### src/safr_pkg.sv
package safr_pkg;

  localparam int BUFFER_BYTES = 256;

  localparam int CFG_COUNT = 6;
  localparam int CFG_INDEX_W = 3;

  typedef enum logic [CFG_INDEX_W-1:0] {
    CFG_READ_CODE        = 3'd0,
    CFG_WRITE_CODE       = 3'd1,
    CFG_SYNC_CODE        = 3'd2,
    CFG_ACK_CODE         = 3'd3,
    CFG_READ_REPLY_CODE  = 3'd4,
    CFG_WRITE_REPLY_CODE = 3'd5
  } cfg_index_t;

  localparam logic [7:0] RESET_READ_CODE        = 8'd1;
  localparam logic [7:0] RESET_WRITE_CODE       = 8'd2;
  localparam logic [7:0] RESET_SYNC_CODE        = 8'd0;
  localparam logic [7:0] RESET_ACK_CODE         = 8'd3;
  localparam logic [7:0] RESET_READ_REPLY_CODE  = 8'd4;
  localparam logic [7:0] RESET_WRITE_REPLY_CODE = 8'd5;

  typedef struct packed {
    logic [7:0] read_code;
    logic [7:0] write_code;
    logic [7:0] sync_code;
    logic [7:0] ack_code;
    logic [7:0] read_reply_code;
    logic [7:0] write_reply_code;
  } codes_t;

  typedef enum logic [2:0] {
    PH_SYNC  = 3'd0,
    PH_LENL  = 3'd1,
    PH_LENH  = 3'd2,
    PH_ADDR0 = 3'd3,
    PH_ADDR1 = 3'd4,
    PH_ADDR2 = 3'd5,
    PH_ADDR3 = 3'd6,
    PH_DATA  = 3'd7
  } phase_t;

endpackage

### src/safr_ifs.sv
interface safr_in_if;
  logic        valid;
  logic        ready;
  logic [7:0]  rx_byte;
  logic [31:0] read_word;

  modport source (output valid, output rx_byte, output read_word, input ready);
  modport sink (input valid, input rx_byte, input read_word, output ready);
endinterface

interface safr_out_if;
  logic        valid;
  logic        ready;
  logic [7:0]  tx_byte;
  logic [31:0] read_address;
  logic        data_valid;
  logic [7:0]  data_index;
  logic [7:0]  data_byte;
  logic        commit;
  logic [31:0] frame_address;
  logic [15:0] frame_length;

  modport source (
    output valid, output tx_byte, output read_address, output data_valid,
    output data_index, output data_byte, output commit, output frame_address,
    output frame_length, input ready
  );
  modport sink (
    input valid, input tx_byte, input read_address, input data_valid,
    input data_index, input data_byte, input commit, input frame_address,
    input frame_length, output ready
  );
endinterface

interface safr_cfg_if;
  logic                              valid;
  logic                              ready;
  logic [safr_pkg::CFG_INDEX_W-1:0]  index;
  logic [7:0]                        data;

  modport source (output valid, output index, output data, input ready);
  modport sink (input valid, input index, input data, output ready);
endinterface

### src/safr_cfg_regs.sv
module safr_cfg_regs (
  input  logic              clk,
  input  logic              rst,
  safr_cfg_if.sink          cfg,
  output safr_pkg::codes_t  codes
);

  safr_pkg::codes_t codes_reg;

  assign cfg.ready = 1'b1;
  assign codes = codes_reg;

  always_ff @(posedge clk) begin
    if (rst) begin
      codes_reg.read_code        <= safr_pkg::RESET_READ_CODE;
      codes_reg.write_code       <= safr_pkg::RESET_WRITE_CODE;
      codes_reg.sync_code        <= safr_pkg::RESET_SYNC_CODE;
      codes_reg.ack_code         <= safr_pkg::RESET_ACK_CODE;
      codes_reg.read_reply_code  <= safr_pkg::RESET_READ_REPLY_CODE;
      codes_reg.write_reply_code <= safr_pkg::RESET_WRITE_REPLY_CODE;
    end else if (cfg.valid) begin
      unique case (cfg.index)
        safr_pkg::CFG_READ_CODE:        codes_reg.read_code        <= cfg.data;
        safr_pkg::CFG_WRITE_CODE:       codes_reg.write_code       <= cfg.data;
        safr_pkg::CFG_SYNC_CODE:        codes_reg.sync_code        <= cfg.data;
        safr_pkg::CFG_ACK_CODE:         codes_reg.ack_code         <= cfg.data;
        safr_pkg::CFG_READ_REPLY_CODE:  codes_reg.read_reply_code  <= cfg.data;
        safr_pkg::CFG_WRITE_REPLY_CODE: codes_reg.write_reply_code <= cfg.data;
        default: begin
        end
      endcase
    end
  end

endmodule

### src/spi_register_access_framer.sv
// Slave side of a byte-wise register access framing protocol.
// Each request on item_in carries one byte received from the master and the
// register word at the read address that the previous result asked for.
// Each request produces exactly one result on item_out: the byte to shift
// back, the next read address, any write data byte with its index, a commit
// flag when a write frame ends by length, and the current frame address and
// length. The cfg channel writes the six command and reply codes; it is
// always ready and should only be used while the block is idle.
// The result of an accepted request is registered and shows on item_out in
// the cycle after it is accepted. Throughput is one request per cycle, set by
// the single result register that follows the phase logic. The next request is
// taken while a result is pending as long as item_out accepts it in the same
// cycle; when item_out stalls, the result holds and item_in is not ready.
// Reset returns the phase machine to idle, clears the frame state, drops
// the pending result and restores the default codes.
module spi_register_access_framer (
  input  logic        clk,
  input  logic        rst,
  safr_in_if.sink     item_in,
  safr_out_if.source  item_out,
  safr_cfg_if.sink    cfg
);

  safr_pkg::codes_t codes;

  safr_cfg_regs u_cfg_regs (
    .clk   (clk),
    .rst   (rst),
    .cfg   (cfg),
    .codes (codes)
  );

  safr_pkg::phase_t phase, phase_next;
  logic        is_read, is_read_next;
  logic [15:0] payload_length, payload_length_next;
  logic [31:0] target_address, target_address_next;
  logic [15:0] byte_index, byte_index_next;

  logic        out_valid;
  logic [7:0]  out_tx_byte;
  logic [31:0] out_read_address;
  logic        out_data_valid;
  logic [7:0]  out_data_index;
  logic [7:0]  out_data_byte;
  logic        out_commit;

  logic [7:0]  tx_next;
  logic [31:0] read_address_next;
  logic        data_valid_next;
  logic [7:0]  data_index_next;
  logic [7:0]  data_byte_next;
  logic        commit_next;

  logic        accept;
  logic [7:0]  rx;
  logic [15:0] index_inc;
  logic        by_length;
  logic        is_sync;

  assign rx = item_in.rx_byte;
  assign item_in.ready = !out_valid || item_out.ready;
  assign accept = item_in.valid && item_in.ready;

  assign index_inc = byte_index + 16'd1;
  assign by_length = {1'b0, index_inc} >= ({1'b0, payload_length} + 17'd1);
  assign is_sync = (rx == codes.sync_code);

  always_comb begin
    phase_next = phase;
    unique case (phase)
      safr_pkg::PH_SYNC: begin
        if (rx == codes.read_code || rx == codes.write_code) begin
          phase_next = safr_pkg::PH_LENL;
        end
      end
      safr_pkg::PH_LENL:  phase_next = safr_pkg::PH_LENH;
      safr_pkg::PH_LENH:  phase_next = safr_pkg::PH_ADDR0;
      safr_pkg::PH_ADDR0: phase_next = safr_pkg::PH_ADDR1;
      safr_pkg::PH_ADDR1: phase_next = safr_pkg::PH_ADDR2;
      safr_pkg::PH_ADDR2: phase_next = safr_pkg::PH_ADDR3;
      safr_pkg::PH_ADDR3: phase_next = safr_pkg::PH_DATA;
      safr_pkg::PH_DATA: begin
        if (is_sync || by_length) begin
          phase_next = safr_pkg::PH_SYNC;
        end
      end
      default: phase_next = safr_pkg::PH_SYNC;
    endcase
  end

  always_comb begin
    is_read_next        = is_read;
    payload_length_next = payload_length;
    target_address_next = target_address;
    byte_index_next     = byte_index;
    tx_next             = codes.sync_code;
    data_valid_next     = 1'b0;
    data_index_next     = 8'd0;
    data_byte_next      = 8'd0;
    commit_next         = 1'b0;
    unique case (phase)
      safr_pkg::PH_SYNC: begin
        if (rx == codes.read_code || rx == codes.write_code) begin
          is_read_next = (rx == codes.read_code);
        end
      end
      safr_pkg::PH_LENL: begin
        payload_length_next = {8'd0, rx};
        tx_next = is_read ? codes.read_reply_code : codes.write_reply_code;
      end
      safr_pkg::PH_LENH: begin
        payload_length_next = {rx, payload_length[7:0]};
        tx_next = payload_length[7:0];
      end
      safr_pkg::PH_ADDR0: begin
        target_address_next = {24'd0, rx};
        tx_next = payload_length[15:8];
      end
      safr_pkg::PH_ADDR1: begin
        target_address_next = {target_address[31:16], rx, target_address[7:0]};
        tx_next = target_address[7:0];
      end
      safr_pkg::PH_ADDR2: begin
        target_address_next = {target_address[31:24], rx, target_address[15:0]};
        tx_next = target_address[15:8];
      end
      safr_pkg::PH_ADDR3: begin
        target_address_next = {rx, target_address[23:0]};
        byte_index_next = 16'd0;
        tx_next = target_address[23:16];
      end
      safr_pkg::PH_DATA: begin
        byte_index_next = index_inc;
        if (is_read) begin
          tx_next = item_in.read_word[{byte_index[1:0], 3'b000} +: 8];
        end else begin
          tx_next = codes.ack_code;
          if ({1'b0, byte_index} < 17'(safr_pkg::BUFFER_BYTES)) begin
            data_valid_next = 1'b1;
            data_index_next = byte_index[7:0];
            data_byte_next  = rx;
          end
          commit_next = by_length;
        end
        if (byte_index == 16'd0) begin
          tx_next = target_address[31:24];
        end
      end
      default: begin
      end
    endcase
  end

  always_comb begin
    if (phase_next == safr_pkg::PH_DATA && is_read_next) begin
      read_address_next = target_address_next + {16'd0, byte_index_next[15:2], 2'b00};
    end else begin
      read_address_next = 32'd0;
    end
  end

  always_ff @(posedge clk) begin
    if (rst) begin
      phase          <= safr_pkg::PH_SYNC;
      is_read        <= 1'b0;
      payload_length <= 16'd0;
      target_address <= 32'd0;
      byte_index     <= 16'd0;
    end else if (accept) begin
      phase          <= phase_next;
      is_read        <= is_read_next;
      payload_length <= payload_length_next;
      target_address <= target_address_next;
      byte_index     <= byte_index_next;
    end
  end

  always_ff @(posedge clk) begin
    if (rst) begin
      out_valid <= 1'b0;
    end else if (accept) begin
      out_valid <= 1'b1;
    end else if (item_out.ready) begin
      out_valid <= 1'b0;
    end
  end

  always_ff @(posedge clk) begin
    if (accept) begin
      out_tx_byte      <= tx_next;
      out_read_address <= read_address_next;
      out_data_valid   <= data_valid_next;
      out_data_index   <= data_index_next;
      out_data_byte    <= data_byte_next;
      out_commit       <= commit_next;
    end
  end

  assign item_out.valid         = out_valid;
  assign item_out.tx_byte       = out_tx_byte;
  assign item_out.read_address  = out_read_address;
  assign item_out.data_valid    = out_data_valid;
  assign item_out.data_index    = out_data_index;
  assign item_out.data_byte     = out_data_byte;
  assign item_out.commit        = out_commit;
  assign item_out.frame_address = target_address;
  assign item_out.frame_length  = payload_length;

  // A pending commit means the write frame has already closed.
  assert property (@(posedge clk) disable iff (rst)
    (out_valid && out_commit) |-> (phase == safr_pkg::PH_SYNC && !is_read))
    else $error("commit pending while a frame is still open");

  // Write data is only ever emitted by a write frame.
  assert property (@(posedge clk) disable iff (rst)
    (out_valid && out_data_valid) |-> !is_read)
    else $error("write data emitted in a read frame");

  // A read address is only requested while a read frame is in its data phase.
  assert property (@(posedge clk) disable iff (rst)
    (out_valid && out_read_address != 32'd0)
      |-> (phase == safr_pkg::PH_DATA && is_read))
    else $error("read address outside the data phase of a read frame");

  // A stalled result blocks new requests.
  assert property (@(posedge clk) disable iff (rst)
    (out_valid && !item_out.ready) |=> $stable(byte_index) && $stable(phase))
    else $error("frame state advanced while the result was stalled");

endmodule
### src/flat_wrapper.sv
// flat-port wrapper written by rule: the top's interface ports become plain ports
module spi_register_access_framer_flat 
  (clk, rst, item_in_valid, item_in_rx_byte, item_in_read_word, item_in_ready, item_out_valid, item_out_tx_byte, item_out_read_address, item_out_data_valid, item_out_data_index, item_out_data_byte, item_out_commit, item_out_frame_address, item_out_frame_length, item_out_ready, cfg_valid, cfg_index, cfg_data, cfg_ready);
  safr_in_if item_in_i ();
  safr_out_if item_out_i ();
  safr_cfg_if cfg_i ();
  input  logic clk;
  input  logic rst;
  input wire logic [$bits(item_in_i.valid)-1:0] item_in_valid;
  input wire logic [$bits(item_in_i.rx_byte)-1:0] item_in_rx_byte;
  input wire logic [$bits(item_in_i.read_word)-1:0] item_in_read_word;
  output wire logic [$bits(item_in_i.ready)-1:0] item_in_ready;
  output wire logic [$bits(item_out_i.valid)-1:0] item_out_valid;
  output wire logic [$bits(item_out_i.tx_byte)-1:0] item_out_tx_byte;
  output wire logic [$bits(item_out_i.read_address)-1:0] item_out_read_address;
  output wire logic [$bits(item_out_i.data_valid)-1:0] item_out_data_valid;
  output wire logic [$bits(item_out_i.data_index)-1:0] item_out_data_index;
  output wire logic [$bits(item_out_i.data_byte)-1:0] item_out_data_byte;
  output wire logic [$bits(item_out_i.commit)-1:0] item_out_commit;
  output wire logic [$bits(item_out_i.frame_address)-1:0] item_out_frame_address;
  output wire logic [$bits(item_out_i.frame_length)-1:0] item_out_frame_length;
  input wire logic [$bits(item_out_i.ready)-1:0] item_out_ready;
  input wire logic [$bits(cfg_i.valid)-1:0] cfg_valid;
  input wire logic [$bits(cfg_i.index)-1:0] cfg_index;
  input wire logic [$bits(cfg_i.data)-1:0] cfg_data;
  output wire logic [$bits(cfg_i.ready)-1:0] cfg_ready;
  assign item_in_i.valid = item_in_valid;
  assign item_in_i.rx_byte = item_in_rx_byte;
  assign item_in_i.read_word = item_in_read_word;
  assign item_in_ready = item_in_i.ready;
  assign item_out_valid = item_out_i.valid;
  assign item_out_tx_byte = item_out_i.tx_byte;
  assign item_out_read_address = item_out_i.read_address;
  assign item_out_data_valid = item_out_i.data_valid;
  assign item_out_data_index = item_out_i.data_index;
  assign item_out_data_byte = item_out_i.data_byte;
  assign item_out_commit = item_out_i.commit;
  assign item_out_frame_address = item_out_i.frame_address;
  assign item_out_frame_length = item_out_i.frame_length;
  assign item_out_i.ready = item_out_ready;
  assign cfg_i.valid = cfg_valid;
  assign cfg_i.index = cfg_index;
  assign cfg_i.data = cfg_data;
  assign cfg_ready = cfg_i.ready;
  spi_register_access_framer u_core (.clk(clk), .rst(rst), .item_in(item_in_i), .item_out(item_out_i), .cfg(cfg_i));
endmodule
### config.mk
export PLATFORM = sky130hd
export DESIGN_NAME = spi_register_access_framer_flat
export DESIGN_NICKNAME = d
export VERILOG_FILES = /design/src/safr_pkg.sv /design/src/safr_ifs.sv /design/src/safr_cfg_regs.sv /design/src/spi_register_access_framer.sv /design/src/flat_wrapper.sv
export SDC_FILE = /design/constraint.sdc
export NUM_CORES = 1
export LEC_CHECK = 0
export BUFFER_PORTS_ARGS = -buffer_cell sky130_fd_sc_hd__buf_2
export CORE_MARGIN = 2
export CORE_UTILIZATION = 35
export DETAILED_ROUTE_END_ITERATION = 8
export PLACE_DENSITY_LB_ADDON = 0.3
export SLEW_MARGIN = 5
export SYNTH_ARGS = -nofsm -noshare
export SYNTH_HDL_FRONTEND = slang
export SYNTH_SLANG_ARGS = --single-unit
### constraint.sdc
create_clock -name clk -period 3.9 [get_ports clk]
set_input_delay 0.39 -clock clk [delete_from_list [all_inputs] [get_ports clk]]
set_output_delay 0.39 -clock clk [all_outputs]
set_load 0.03 [all_outputs]
### After elaboration in Yosys (flattened, before gate mapping)

Cells that the tools add are included.

| word-level totals | value |
|---|---|
| output and inout port bits | 109 |
| input port bits | 56 |
| word-level logic and storage cells | 83 |
| flip-flop bits (word level) | 175 |

| cells by class | value |
|---|---|
| $lt $le $gt $ge | 2 |
| add/subtract/negate cells | 3 |
| bitwise logic cells | 3 |
| equality and inequality tests | 16 |
| multiplexer cells | 15 |
| shift-type cells | 1 |
| reductions and logical operators | 23 |

Operators with widths:

| operator | count |
|---|---|
| 32-bit case mux with 4 select lines | 1 |
| 16-bit case mux with 2 select lines | 2 |
| 8-bit case mux with 7 select lines | 1 |
| 32-bit by 16-bit adder with 32-bit output | 1 |
| 32-bit by 6-bit indexed part select with 8-bit output | 1 |
| 8-bit equality test | 3 |
| 8-bit two-way mux | 3 |
| 3-bit case mux with 8 select lines | 1 |
| 3-bit equality test, second input constant | 7 |
| 16-bit by 1-bit adder with 17-bit output, second input constant | 1 |
| 16-bit by 17-bit >= comparator with 1-bit output | 1 |
| 16-bit by 1-bit adder with 16-bit output, second input constant | 1 |
| 16-bit zero test | 1 |
| 16-bit by 9-bit less-than comparator with 1-bit output, second input constant | 1 |
| 2-bit AND reduction | 8 |
| 3-bit by 2-bit equality test with 1-bit output, second input constant | 4 |
| 3-bit by 1-bit equality test with 1-bit output, second input constant | 2 |
| 3-bit zero test | 2 |
| 3-bit two-way mux | 2 |
| 2-bit nonzero test | 3 |
| 1-bit two-way mux | 5 |
| 1-bit logical OR | 3 |
| 1-bit NOT | 3 |
| 3-bit AND reduction | 1 |
| 4 further kinds | 5 |

### Longest topological paths before layout

Gate-level depths: netlist of the first run.

| logic depth | value |
|---|---|
| word-level depth | 7 |
| gate-level depth with buffers | 17 |
| depth with buffers taken out | 14 |

### Cells and area by module

Synthesis of the first run repeated with hierarchy kept, for this count alone.

| unflattened totals | value |
|---|---|
| cell total of the unflattened synthesis | 1,147 |
| area total of the unflattened synthesis | 10,413.7 µm² |

Modules (own cells, without submodules):

| module | sequential area each (µm²) | area an instance (µm²) | times used | cells an instance |
|---|---|---|---|---|
| spi_register_access_framer | 3,123.0 | 8,485.6 | 1 | 971 |
| safr_cfg_regs | 960.9 | 1,928.1 | 1 | 176 |

### Worst setup path after synthesis of the first run

OpenSTA, ideal clock, no wires.

| timing | value |
|---|---|
| path type | register to register |
| start | register u_core.phase[2] |
| end | register u_core.out_read_address[25], in the netlist u_core.item_out.read_address[25], data pin |
| library setup time | 0.262 ns |
| buffers on the path | 6 |
| path slack | -0.020 ns |
| arrival time | 3.658 ns |
| cell stages (with the launch flop) | 17 |
| required time | 3.638 ns |
| clock period less this slack | 3.920 ns |
| cells stage by stage | dfxtp_1 > buf_4 > buf_2 > clkbuf_1 > and3_1 > clkbuf_1 > clkbuf_1 > nand3b_1 > nand2_1 > ha_1 > a2111oi_0 > o21ai_0 > a311oi_1 > or2_2 > clkbuf_1 > o31a_1 > nor3_1 |

| between the ends | value |
|---|---|
| elaborated cells on any way between the ends | 17 |
| classes of those cells | 1 x add/sub; 8 x eq/ne; 6 x mux; 2 x reduce/logical |

RTL lines:

| what | RTL line | RTL |
|---|---|---|
| from (decl) | spi_register_access_framer.sv:33 | `safr_pkg::phase_t phase, phase_next;` |
| from (signal assigned) | spi_register_access_framer.sv:164 | `phase <= safr_pkg::PH_SYNC;` |
| from (signal assigned) | spi_register_access_framer.sv:170 | `phase <= phase_next;` |
| 3-bit equality test | spi_register_access_framer.sv:101 | `unique case (phase)` |
| 16-bit case mux with 2 select lines * | spi_register_access_framer.sv:101 |  |
| via u_core.byte_index_next[8] | spi_register_access_framer.sv:37 | `logic [15:0] byte_index, byte_index_next;` |
| 32-bit by 16-bit adder with 32-bit output * | spi_register_access_framer.sv:156 | `read_address_next = target_address_next + {16'd0, byte_index_next[15:2], 2'b00};` |
| to (signal assigned) | spi_register_access_framer.sv:191 | `out_read_address <= read_address_next;` |
| to (decl) | spi_register_access_framer.sv:41 | `logic [31:0] out_read_address;` |

Mark *: on every way through the listed nets, which the timed path passes. The rest lies on a longest branch.
A chain may end at the register's enable or synchronous reset.

### Worst setup path after layout of the first run

| timing | value |
|---|---|
| start | register u_core.byte_index[0] |
| end | register u_core.out_read_address[22], in the netlist u_core.item_out.read_address[22], data pin |

| between the ends | value |
|---|---|
| word-level cells in the longest chain between the ends | 7 |
| elaborated cells on any way between the ends | 9 |
| classes of those cells | 2 x add/sub; 1 x order compare; 1 x eq/ne; 3 x mux; 2 x reduce/logical |

Ends and longest elaborated chain:

| what | RTL line | RTL |
|---|---|---|
| from (decl) | spi_register_access_framer.sv:37 |  |
| from (signal assigned) | spi_register_access_framer.sv:174 | `byte_index <= byte_index_next;` |
| 16-bit by 1-bit adder with 16-bit output * | spi_register_access_framer.sv:64 | `assign index_inc = byte_index + 16'd1;` |
| 16-bit by 17-bit >= comparator with 1-bit output | spi_register_access_framer.sv:65 | `assign by_length = {1'b0, index_inc} >= ({1'b0, payload_length} + 17'd1);` |
| 1-bit logical OR | spi_register_access_framer.sv:83 | `if (is_sync \|\| by_length) begin` |
| 3-bit two-way mux | spi_register_access_framer.sv:83 |  |
| 3-bit case mux with 8 select lines | spi_register_access_framer.sv:70 | `unique case (phase)` |
| 3-bit equality test | spi_register_access_framer.sv:155 | `if (phase_next == safr_pkg::PH_DATA && is_read_next) begin` |
| 1-bit logical AND | spi_register_access_framer.sv:155 |  |

Mark *: on every way between the ends. The rest lies on a longest branch, timed or not.

==> impl_metrics.env, run 1 <==
export IMPL_status="complete, no violations"
export IMPL_hp_start="item_in_valid"
export IMPL_critPathLaunch="u_core.byte_index[0]"
export IMPL_seq_power_share=0.451
export IMPL_period_minus_slack_ps=3670
export IMPL_hold_violations=0
export IMPL_report_final_slew_viol_count=0
export IMPL_routed_wl_met3_mm=1.873
export IMPL_vias=9668
export IMPL_placedCellCount=1759
export IMPL_ys_seq_area_frac=0.3939
export IMPL_dieArea_mm2=0.03102
export IMPL_cts_reportedPaths_clkPinSlew_ps=70
export IMPL_grt_usage=0.2334
export IMPL_setup_worst_path_start_class="flop"
export IMPL_path_max_fanout=32
export IMPL_ant_nets=0
export IMPL_area_growth_pct=21.23
export IMPL_diodes=0
export IMPL_grt_max_degree=54
export IMPL_wl_per_cell_um=20.07
export IMPL_critical_path_buf_inv_count=4
export IMPL_hpwl_mm=26.37
export IMPL_first_pass_iters=5
export IMPL_worst_clock_skew_ps=17.60
export IMPL_fmax_mhz=272.5
export IMPL_end_kind="flop"
export IMPL_drv_cap=0
export IMPL_yosysTopAreaCell="dfxtp_1"
export IMPL_dieWidth_um=176.1
export IMPL_grt_first_pass_wirelength_mm=55.15
export IMPL_p_int_mw=3.113
export IMPL_stdcell_count=1793
export IMPL_root_buffer="clkbuf_16"
export IMPL_swShare=0.3024
export IMPL_p_leak_nw=4.979
export IMPL_wl_mm=35.98
export IMPL_synth_area_leaders="dfxtp_1 23%, edfxtp_1 17%, nand2_1 7.0%"
export IMPL_row_count=63
export IMPL_cts_buffers=17
export IMPL_yosysUniqueCellTypes=68
export IMPL_crit_family="simple AND/OR/NAND/NOR gates"
export IMPL_cts_tree="done"
export IMPL_clockPowerShare=0.386
export IMPL_grt_pass1_vias=9209
export IMPL_ys_seq_elements=175
export IMPL_r2r_start="u_core.byte_index[0]"
export IMPL_gp_congestion=0.9435
export IMPL_cpPeakStageDelay_ps=420
export IMPL_slowest_stage="a2111o_1"
export IMPL_syn_mean_instance_area_um2=8.534
export IMPL_maxUsedRoutingLayer="met4"
export IMPL_path_common_cell="buf_4"
export IMPL_h_tree_depth=4
export IMPL_drc=0
export IMPL_initial_core_util=0.3527
export IMPL_largest_register_ffs=48
export IMPL_cp_required_ps=4170
export IMPL_critPathKind="flop to flop"
export IMPL_dr_wl_met2_mm=16.52
export IMPL_ys_warn_count=0
export IMPL_via_per_inst=5.392
export IMPL_synth_edff_count=58
export IMPL_drtIter0Drc=894
export IMPL_cts_path_max_buffers=2
export IMPL_layout_drive_gt1_share=0.2324
export IMPL_ys_flop_type="dfxtp_1"
export IMPL_synth_async_reset_ratio=0
export IMPL_synth_top_area_frac=0.2259
export IMPL_synthCells=1215
export IMPL_power_switching_mw=1.349
export IMPL_cts_sinks=175
export IMPL_syn_nets=1305
export IMPL_slew_headroom=0.3938
export IMPL_cp_arrival_ps=3940
export IMPL_core_area_mm2=0.02940
export IMPL_fillers=3006
export IMPL_io_buffers=163
export IMPL_power_frac_comb=0.163
export IMPL_finalPower_mw=4.463
export IMPL_syn_cell_area_mm2=0.01037
export IMPL_power_density_mw_per_mm2=355.0
export IMPL_antenna_found_initial=0
export IMPL_clk_latency_ps=450
export IMPL_worstMarginPinSlew_ps=909.3
export IMPL_fp_dieH_um=176.1
export IMPL_final_nets=1480
export IMPL_fin_setup_tns_ps=0
export IMPL_overflow=0
export IMPL_finalSetupViolCount=0
export IMPL_ir_worst_vdd_uv=297.3
export IMPL_fin_crit_sh=0.9410
export IMPL_crit_chain="ha_2, nand3_1, buf_4, nor3_2, buf_4, xor2_1, ha_1, and4_1, a2111oi_1, buf_4, nor4bb_2, a2111o_1, buf_12, nor3_1"
export IMPL_hold_path_class="primary input to flop"
export IMPL_io_pins=165
export IMPL_route_layer_met1_wl_mm=16.86
## layout by cell type (no fill, tap or decap), drive strengths merged, types with 10 or more instances in the layout
| master | instances |
|---|---|
| a22o | 11 |
| o21ai | 37 |
| nand2 | 192 |
| a22oi | 14 |
| ha | 33 |
| a21oi | 90 |
| clkbuf | 19 |
| a221oi | 16 |
| mux2i | 26 |
| xor2 | 25 |
| a211oi | 27 |
| nor4 | 14 |
| nor3b | 18 |
| edfxtp | 58 |
| inv | 28 |
| dfxtp | 117 |
| nand3 | 20 |
| nor2b | 24 |
| mux2 | 10 |
| nand4 | 19 |
| buf | 242 |
| a31oi | 10 |
| nand3b | 10 |
| xnor2 | 41 |
| nor2 | 124 |
| mux4 | 10 |
| nor3 | 38 |
| and2 | 21 |
## per-stage QoR
| stage | instance area (um2) | util | setup WS [ps] | hold slack [ps] |
|---|---|---|---|---|
| 2_1_floorplan | 10380 | - | 39.49 | 432.9 |
| 3_3_place_gp | 11920 | 0.4053 | 74.56 | 440.4 |
| 3_5_place_dp | 11920 | 0.4053 | -38.31 | 443.0 |
| 4_1_cts | 12490 | 0.4247 | 22.13 | 176.6 |
| 5_1_grt | 12570 | 0.4275 | -29.52 | 206.3 |
| 6_report | 12570 | 0.4275 | 230.3 | 188.1 |
## final cells by class
cell class / count / area, um2 / share of cell area
clock buffer: 19 / 442.9 / 0.03524
clock inverter: 13 / 128.9 / 0.01025
inverter: 21 / 81.33 / 0.006470
multi-input combinational: 933 / 5903 / 0.4696
sequential: 175 / 4089 / 0.3253
tap: 390 / 488.0 / 0.03882
timing repair buffer: 242 / 1436 / 0.1143
## worst min-delay path, stage by stage
cell and delay [ps]:
buf_2 110, inv_1 40, a21oi_1 50
## Yosys cell counts, types with 3 or more instances
library cell,number
nand2_1,192
nor2_1,124
dfxtp_1,117
a21oi_1,90
clkbuf_1,58
edfxtp_1,58
xnor2_1,41
nor3_1,36
o21ai_0,36
ha_1,33
a211oi_1,26
mux2i_1,26
xor2_1,25
nor2b_1,24
and2_1,21
inv_1,20
nand3_1,20
nand4_1,18
a221oi_1,16
nor3b_1,16
a22oi_1,14
nor4_1,14
buf_2,12
a22o_1,11
a31oi_1,10
mux2_2,10
mux4_2,10
nand3b_1,10
and3_1,9
buf_1,9
o21a_1,9
a21o_1,7
nand2b_1,7
o22ai_1,7
or3_1,7
buf_4,5
o31ai_1,5
or4_1,5
a2111oi_0,4
o211ai_1,4
o31a_1,4
or2_2,4
a211o_1,3
a311oi_1,3
and4_1,3
## final timing paths
path | endpoint | slack (ps) | cells past startpoint
setup / recovery | u_core.item_out.read_address[22] | 230 | 14
hold / removal | u_core.item_out.valid | 190 | 3
setup reg to reg | u_core.item_out.read_address[22] | 230 | 14
hold reg to reg | u_core.u_cfg_regs.codes[20] | 460 | 2
## power groups by stage
stage                     Clock, mW  Sequential [mW]  Combinational, mW
after floorplan                   0             2.15              0.361
after global placement            0             2.05              0.715
after detailed placement          0             2.05              0.717
after CTS                      1.75             2.01              0.721
after global routing           1.82             2.02              0.789
final                          1.72             2.01              0.728
## cells by family after synthesis
family / Yosys count / synth area share
AO/OA/AOI/OAI: 265 / 0.1670
flip-flops: 175 / 0.3939
other: 1 / 0.0003617
XOR/XNOR: 66 / 0.05575
adder cells (fa/ha/maj): 34 / 0.04175
AND/OR/NAND/NOR: 521 / 0.2401
buffers and inverters: 107 / 0.04344
multiplexers: 46 / 0.05768
## routing by layer
layer  track usage  vias to the layer above
li1              -                     4716
met1        0.3304                     4602
met2        0.3724                      309
met3       0.03230                       41
met4       0.06439                        0
met5             0                        -
## what timing repair did
action                                  4_1_cts  5_1_grt
resized for setup                             1       25
hold buffers                                  0        0
buffers inserted                              0        2
pin swaps                                     0        3
endpoints found under the setup margin        4       33
cloned                                        0        0
Power figures use the tool's default switching activity.
==> run 2, diff against run 1 <==
--- a/config.mk
+++ b/config.mk
@@ -13,4 +13,5 @@
 export SLEW_MARGIN = 5
 export SYNTH_ARGS = -nofsm -noshare
 export SYNTH_HDL_FRONTEND = slang
+export SYNTH_HIERARCHICAL = 1
 export SYNTH_SLANG_ARGS = --single-unit
==> impl_metrics.env, run 2 <==
export IMPL_grt_pass1_vias=8391
export IMPL_post_cts_resized=0
export IMPL_synth_most_common_cell="dfxtp_1"
export IMPL_fmax_mhz=279.6
export IMPL_antenna_found_initial=0
export IMPL_io_pins=165
export IMPL_grt_first_pass_wirelength_mm=49.53
export IMPL_r2r_end="u_core/item_out.read_address[28]"
export IMPL_slew_headroom=0.2907
export IMPL_fin_setup_tns_ps=0
export IMPL_finalSetupViolCount=0
export IMPL_cts_path_max_buffers=2
export IMPL_first_pass_iters=5
export IMPL_final_common_cell="buf_2"
export IMPL_area_growth_pct=17.85
export IMPL_worst_clock_skew_ps=20.43
export IMPL_dieWidth_um=176.5
export IMPL_synth_edff_count=58
export IMPL_syn_nets=1237
export IMPL_io_buffers=163
export IMPL_via_per_inst=5.402
export IMPL_cts_tree="done"
export IMPL_final_cell_mix="162 x buf_2, 115 x dfxtp_1, 108 x nor2_1, 102 x nand2_1, 79 x mux2i_1"
export IMPL_path_max_fanout=7
export IMPL_grt_max_degree=109
export IMPL_gp_congestion=0.8692
export IMPL_status="complete, no violations"
export IMPL_syn_cell_area_mm2=0.01041
export IMPL_end_kind="flop"
export IMPL_grt_use_met2=0.3239
export IMPL_cts_sinks=175
export IMPL_min_to="u_core/item_out.valid"
export IMPL_dpl_cell_area_mm2=0.01162
export IMPL_power_density_mw_per_mm2=362.2
export IMPL_cts_buffers=17
export IMPL_h_tree_depth=4
export IMPL_final_nets=1374
export IMPL_synth_area_leaders="dfxtp_1 22%, edfxtp_1 17%, mux2i_1 7.6%"
export IMPL_hold_path_class="primary input to flop"
export IMPL_fp_dieH_um=176.5
export IMPL_dieArea_mm2=0.03115
export IMPL_rrSetupSlack_ps=320
export IMPL_ys_flop_type="dfxtp_1"
export IMPL_cts_hold_fix_buffers=0
export IMPL_ys_seq_elements=175
export IMPL_p_leak_nw=5.007
export IMPL_worstMarginPinSlew_ps=1064
export IMPL_synthCells=1147
export IMPL_ir_worst_vdd_uv=315.8
export IMPL_synth_async_reset_ratio=0
export IMPL_row_count=63
export IMPL_fin_util=0.4163
export IMPL_largest_register_ffs=48
export IMPL_r2r_start="u_core/phase[0]"
export IMPL_cp_required_ps=4100
export IMPL_ant_nets=0
export IMPL_hpwl_mm=23.84
export IMPL_report_final_slew_viol_count=0
export IMPL_period_minus_slack_ps=3576
export IMPL_diodes=0
export IMPL_grt_usage=0.2074
export IMPL_wl_per_cell_um=19.36
export IMPL_final_cell_area_mm2=0.01227
export IMPL_hold_violations=0
export IMPL_overflow=0
export IMPL_ff2ff_path_depth=14
export IMPL_cts_reportedPaths_clkPinSlew_ps=90
export IMPL_critPathKind="flop to flop"
export IMPL_hold_depth=3
export IMPL_drtIter0Drc=808
export IMPL_hp_start="item_in_valid"
export IMPL_core_area_mm2=0.02948
export IMPL_met1_usage=0.2903
export IMPL_initial_core_util=0.3532
export IMPL_synth_top_area_frac=0.2249
export IMPL_ys_seq_area_frac=0.3922
export IMPL_cp_arrival_ps=3780
export IMPL_setup_worst_path_start_class="flop"
export IMPL_syn_mean_instance_area_um2=9.079
export IMPL_layout_drive_gt1_share=0.2113
export IMPL_wl_mm=32.67
export IMPL_root_buffer="clkbuf_16"
export IMPL_clk_latency_ps=460
export IMPL_use_met3=0.03833
export IMPL_grt_busiest_layer="met2"
export IMPL_fin_crit_sh=0.9169
export IMPL_ys_warn_count=6
export IMPL_yosysUniqueCellTypes=70
export IMPL_yosysTopAreaCell="dfxtp_1"
export IMPL_yosys_top_cells_count="117 x dfxtp_1, 110 x nor2_1, 103 x nand2_1, 79 x mux2i_1, 73 x a21oi_1"
export IMPL_drc=0
export IMPL_drv_cap=0
export IMPL_vias=9114
export IMPL_cts_setup_buffers=0
==> run 2: changes by cell type in the layout (fill, tap and decap cells not counted), moves of 8 or more <==
cell      change
nand2_1      -90
mux2i_1      +53
nand2b_1     +47
buf_4        -36
nor2b_1      -19
a21oi_1      -17
nor3b_1      -16
nor2_1       -15
nand3_1      +14
a22o_1       +11
nand3b_1      -9
and3_1        +8
nor3_1        -8
o21ai_0       +8
==> run 2: logic make-up (layout without fill, tap and decap cells) <==
| family | count (synthesis) | after routing | share of synthesized area |
|---|---|---|---|
| multiplexers | 94 | 94 | 0.1008 |
| AND/OR/NAND/NOR | 423 | 423 | 0.2026 |
| buffers and inverters | 110 | 260 | 0.04830 |
| XOR/XNOR | 72 | 72 | 0.06056 |
| AO/OA/AOI/OAI | 238 | 238 | 0.1537 |
| flip-flops | 175 | 175 | 0.3922 |
| adder cells (fa/ha/maj) | 34 | 34 | 0.04157 |
| other | 1 | 1 | 0.0003601 |
==> run 2: critical path, cell delays in order (launching register included) <==
cell and delay [ps]:
dfxtp_2 330, clkinv_1 80, nor2_2 220, nand2_1 230, mux2_2 350, ha_1 230
fa_1 440, a211oi_1 300, o21bai_1 160, o2111ai_1 310, a41oi_1 160, buf_4 190
nand2_2 80, o21ai_1 60, nor3b_2 180
==> run 2: cell type report <==
class / instances / area [um2]
Multi-Input combinational cell: 862 / 5837
Sequential cell: 175 / 4086
Fill cell: 2945 / 17210
Tap cell: 390 / 488.0
Clock buffer: 17 / 425.4
Clock inverter: 15 / 217.7
Inverter: 24 / 92.59
Timing Repair Buffer: 204 / 1126
==> run 2: worst max-delay path by stage <==
stage	startpoint	to	slack, ps	depth (start not counted)
detailed placement	u_core/phase[0]	u_core/item_out.read_address[28]	240	14
CTS	u_core/phase[0]	u_core/item_out.read_address[28]	220	14
finish	u_core/phase[0]	u_core/item_out.read_address[28]	320	14
floorplan	u_core/phase[0]	u_core/item_out.read_address[28]	40	14
global route	u_core/byte_index[6]	u_core/item_out.read_address[27]	-10	14
global placement	u_core/byte_index[1]	u_core/item_out.read_address[31]	330	16
==> run 2: metal layers <==
layer  vias to the layer above  wire length, um  part of all wire
li1                       4391                -                 -
met1                      4374            14960              0.46
met2                       313            14910              0.46
met3                        36             2148             0.066
met4                         0              646             0.020
met5                         -                0                 0
==> run 2: report_power, final <==
group / internal [mW] / switching [mW]
sequential: 1.95 / 0.0504
combinational: 0.194 / 0.402
clock: 0.905 / 0.948
==> run 2: through the flow <==
| step | setup WS [ps] | total power [mW] | instances | hold WS [ps] |
|---|---|---|---|---|
| finish | 324.1 | 4.445 | 1687 | 170.3 |
| global placement | 332.4 | 2.625 | 1655 | 461.0 |
| floorplan | 40.89 | 2.419 | 1147 | 448.9 |
| CTS | 215.9 | 4.468 | 1687 | 160.6 |
| detailed placement | 239.1 | 2.630 | 1655 | 468.1 |
| global route | -13.61 | 4.589 | 1687 | 180.8 |
==> run 3, diff against run 2 <==
==> constraint.sdc (replaced) <==
create_clock -name clk -period 3.95 [get_ports clk]
set_input_delay 0.395 -clock clk [delete_from_list [all_inputs] [get_ports clk]]
set_output_delay 0.395 -clock clk [all_outputs]
set_load 0.03 [all_outputs]
==> impl_metrics.env, run 3 (synthesized netlist as in run 2, its figures left out) <==
export IMPL_drc=0
export IMPL_cts_path_max_buffers=2
export IMPL_report_final_slew_viol_count=0
export IMPL_use_met3=0.03854
export IMPL_initial_core_util=0.3532
export IMPL_slew_headroom=0.3816
export IMPL_io_pins=165
export IMPL_dieWidth_um=176.5
export IMPL_fin_crit_sh=0.9317
export IMPL_row_count=63
export IMPL_worst_clock_skew_ps=10.10
export IMPL_crit_chain="clkinv_1, nor2_1, nand2_1, mux2_2, ha_1, fa_1, a211oi_1, o21bai_1, o2111ai_1, a41oi_1, buf_4, nand2_2, o21ai_1, nor3b_2"
export IMPL_grt_use_met2=0.3138
export IMPL_p_leak_nw=4.972
export IMPL_grt_first_pass_wirelength_mm=49.15
export IMPL_core_area_mm2=0.02948
export IMPL_cp_required_ps=4130
export IMPL_gp_congestion=0.8784
export IMPL_layout_drive_gt1_share=0.2065
export IMPL_dieArea_mm2=0.03115
export IMPL_met1_usage=0.2897
export IMPL_antenna_found_initial=1
export IMPL_cp_arrival_ps=3860
export IMPL_final_cell_mix="162 x buf_2, 115 x dfxtp_1, 109 x nor2_1, 103 x nand2_1, 79 x mux2i_1"
export IMPL_status="complete, no violations"
export IMPL_hpwl_mm=23.92
export IMPL_cts_reportedPaths_clkPinSlew_ps=80
export IMPL_period_minus_slack_ps=3680
export IMPL_root_buffer="clkbuf_16"
export IMPL_fin_setup_tns_ps=0
export IMPL_drtIter0Drc=1109
export IMPL_via_per_inst=5.394
export IMPL_rsz0062_at_grt="false"
export IMPL_io_buffers=163
export IMPL_fmax_mhz=271.7
export IMPL_drv_cap=0
export IMPL_area_growth_pct=17.23
export IMPL_worstMarginPinSlew_ps=927.6
export IMPL_grt_pass1_vias=8331
export IMPL_slowest_stage="fa_1"
export IMPL_wl_mm=32.72
export IMPL_cts_sinks=175
export IMPL_ant_nets=0
export IMPL_power_density_mw_per_mm2=350.8
export IMPL_wl_per_cell_um=19.43
export IMPL_final_nets=1370
export IMPL_cts_hold_fix_buffers=0
export IMPL_h_tree_depth=4
export IMPL_cts_buffers=17
export IMPL_cpPeakStageDelay_ps=440
export IMPL_fillers=2974
export IMPL_largest_register_ffs=48
export IMPL_hold_violations=0
export IMPL_path_max_fanout=7
export IMPL_finalPower_mw=4.282
export IMPL_cts_tree="done"
export IMPL_setup_worst_path_start_class="flop"
export IMPL_clk_latency_ps=440
export IMPL_finalSetupViolCount=0
export IMPL_end_kind="flop"
export IMPL_hold_path_class="primary input to flop"
export IMPL_critPathKind="flop to flop"
export IMPL_grt_usage=0.2064
export IMPL_grt_max_degree=92
export IMPL_grt_busiest_layer="met2"
export IMPL_fp_dieH_um=176.5
export IMPL_vias=9083
export IMPL_first_pass_iters=5
export IMPL_final_common_cell="buf_2"
export IMPL_overflow=0
export IMPL_ir_worst_vdd_uv=321.0
run 3: cell types whose count changed in the layout (fill, tap and decap cells not counted), moves of 2 or more:
cell | before | now
buf_4 | 42 | 37
inv_6 | 2 | 5
clkinv_8 | 5 | 3
inv_12 | 4 | 0
run 3: routing by layer:
layer,vias to the layer above,share of wire
met2,341,0.45
met1,4305,0.45
li1,4387,-
met3,50,0.069
met5,-,0
met4,0,0.028
run 3: cell type report:
class	instances	area, um2	area share
Inverter	24	92.59	0.007584
Sequential cell	175	4086	0.3347
Multi-Input combinational cell	862	5843	0.4786
Timing Repair Buffer	200	1100	0.09009
Antenna cell	1	2.502	0.0002050
Clock inverter	13	141.4	0.01158
Clock buffer	19	454.2	0.03720
Tap cell	390	488.0	0.03997
run 3: per-stage QoR:
stage               instance area, um2    util  hold WS [ps]  cells  worst slack [ps]
floorplan                        10410       -         448.9   1147             90.89
global placement                 11570  0.3923         460.7   1648             325.9
detailed placement               11570  0.3923         467.2   1648             240.8
CTS                              12160  0.4125         182.2   1680             199.5
global route                     12210  0.4141         196.5   1684             58.25
finish                           12210  0.4141         198.0   1684             269.8
run 3: report_power, final:
part | total [mW] | switching, mW | leakage, nW | internal [mW]
clock | 1.73 | 0.844 | 0.293 | 0.885
combinational | 0.581 | 0.393 | 3.14 | 0.188
sequential | 1.97 | 0.0512 | 1.54 | 1.92
run 3: path summary, 6_finish.rpt:
kind                                                   from                               end  slack (ps)  cells after the start
worst max-delay path                        u_core/phase[0]  u_core/item_out.read_address[28]         270                     14
worst min-delay path                          item_in_valid             u_core/item_out.valid         200                      3
worst max register to register              u_core/phase[0]  u_core/item_out.read_address[28]         270                     14
worst min register to register  u_core/u_cfg_regs/codes[13]       u_core/u_cfg_regs/codes[13]         480                      2
run 3: what timing repair did:
action                                  CTS  global route
endpoints found under the hold margin     0             0
resized for setup                         0             7
endpoints found under the setup margin    0             8
setup buffers                             0             3
run 3: worst max-delay path, delay by kind of cell, from the launching register on:
kind	cells	cell delay, ps
AO/OA/AOI/OAI	5	980
adder cells (fa/ha/maj)	2	660
buffers and inverters	2	250
flip-flops	1	330
multiplexers	1	350
AND/OR/NAND/NOR	4	830
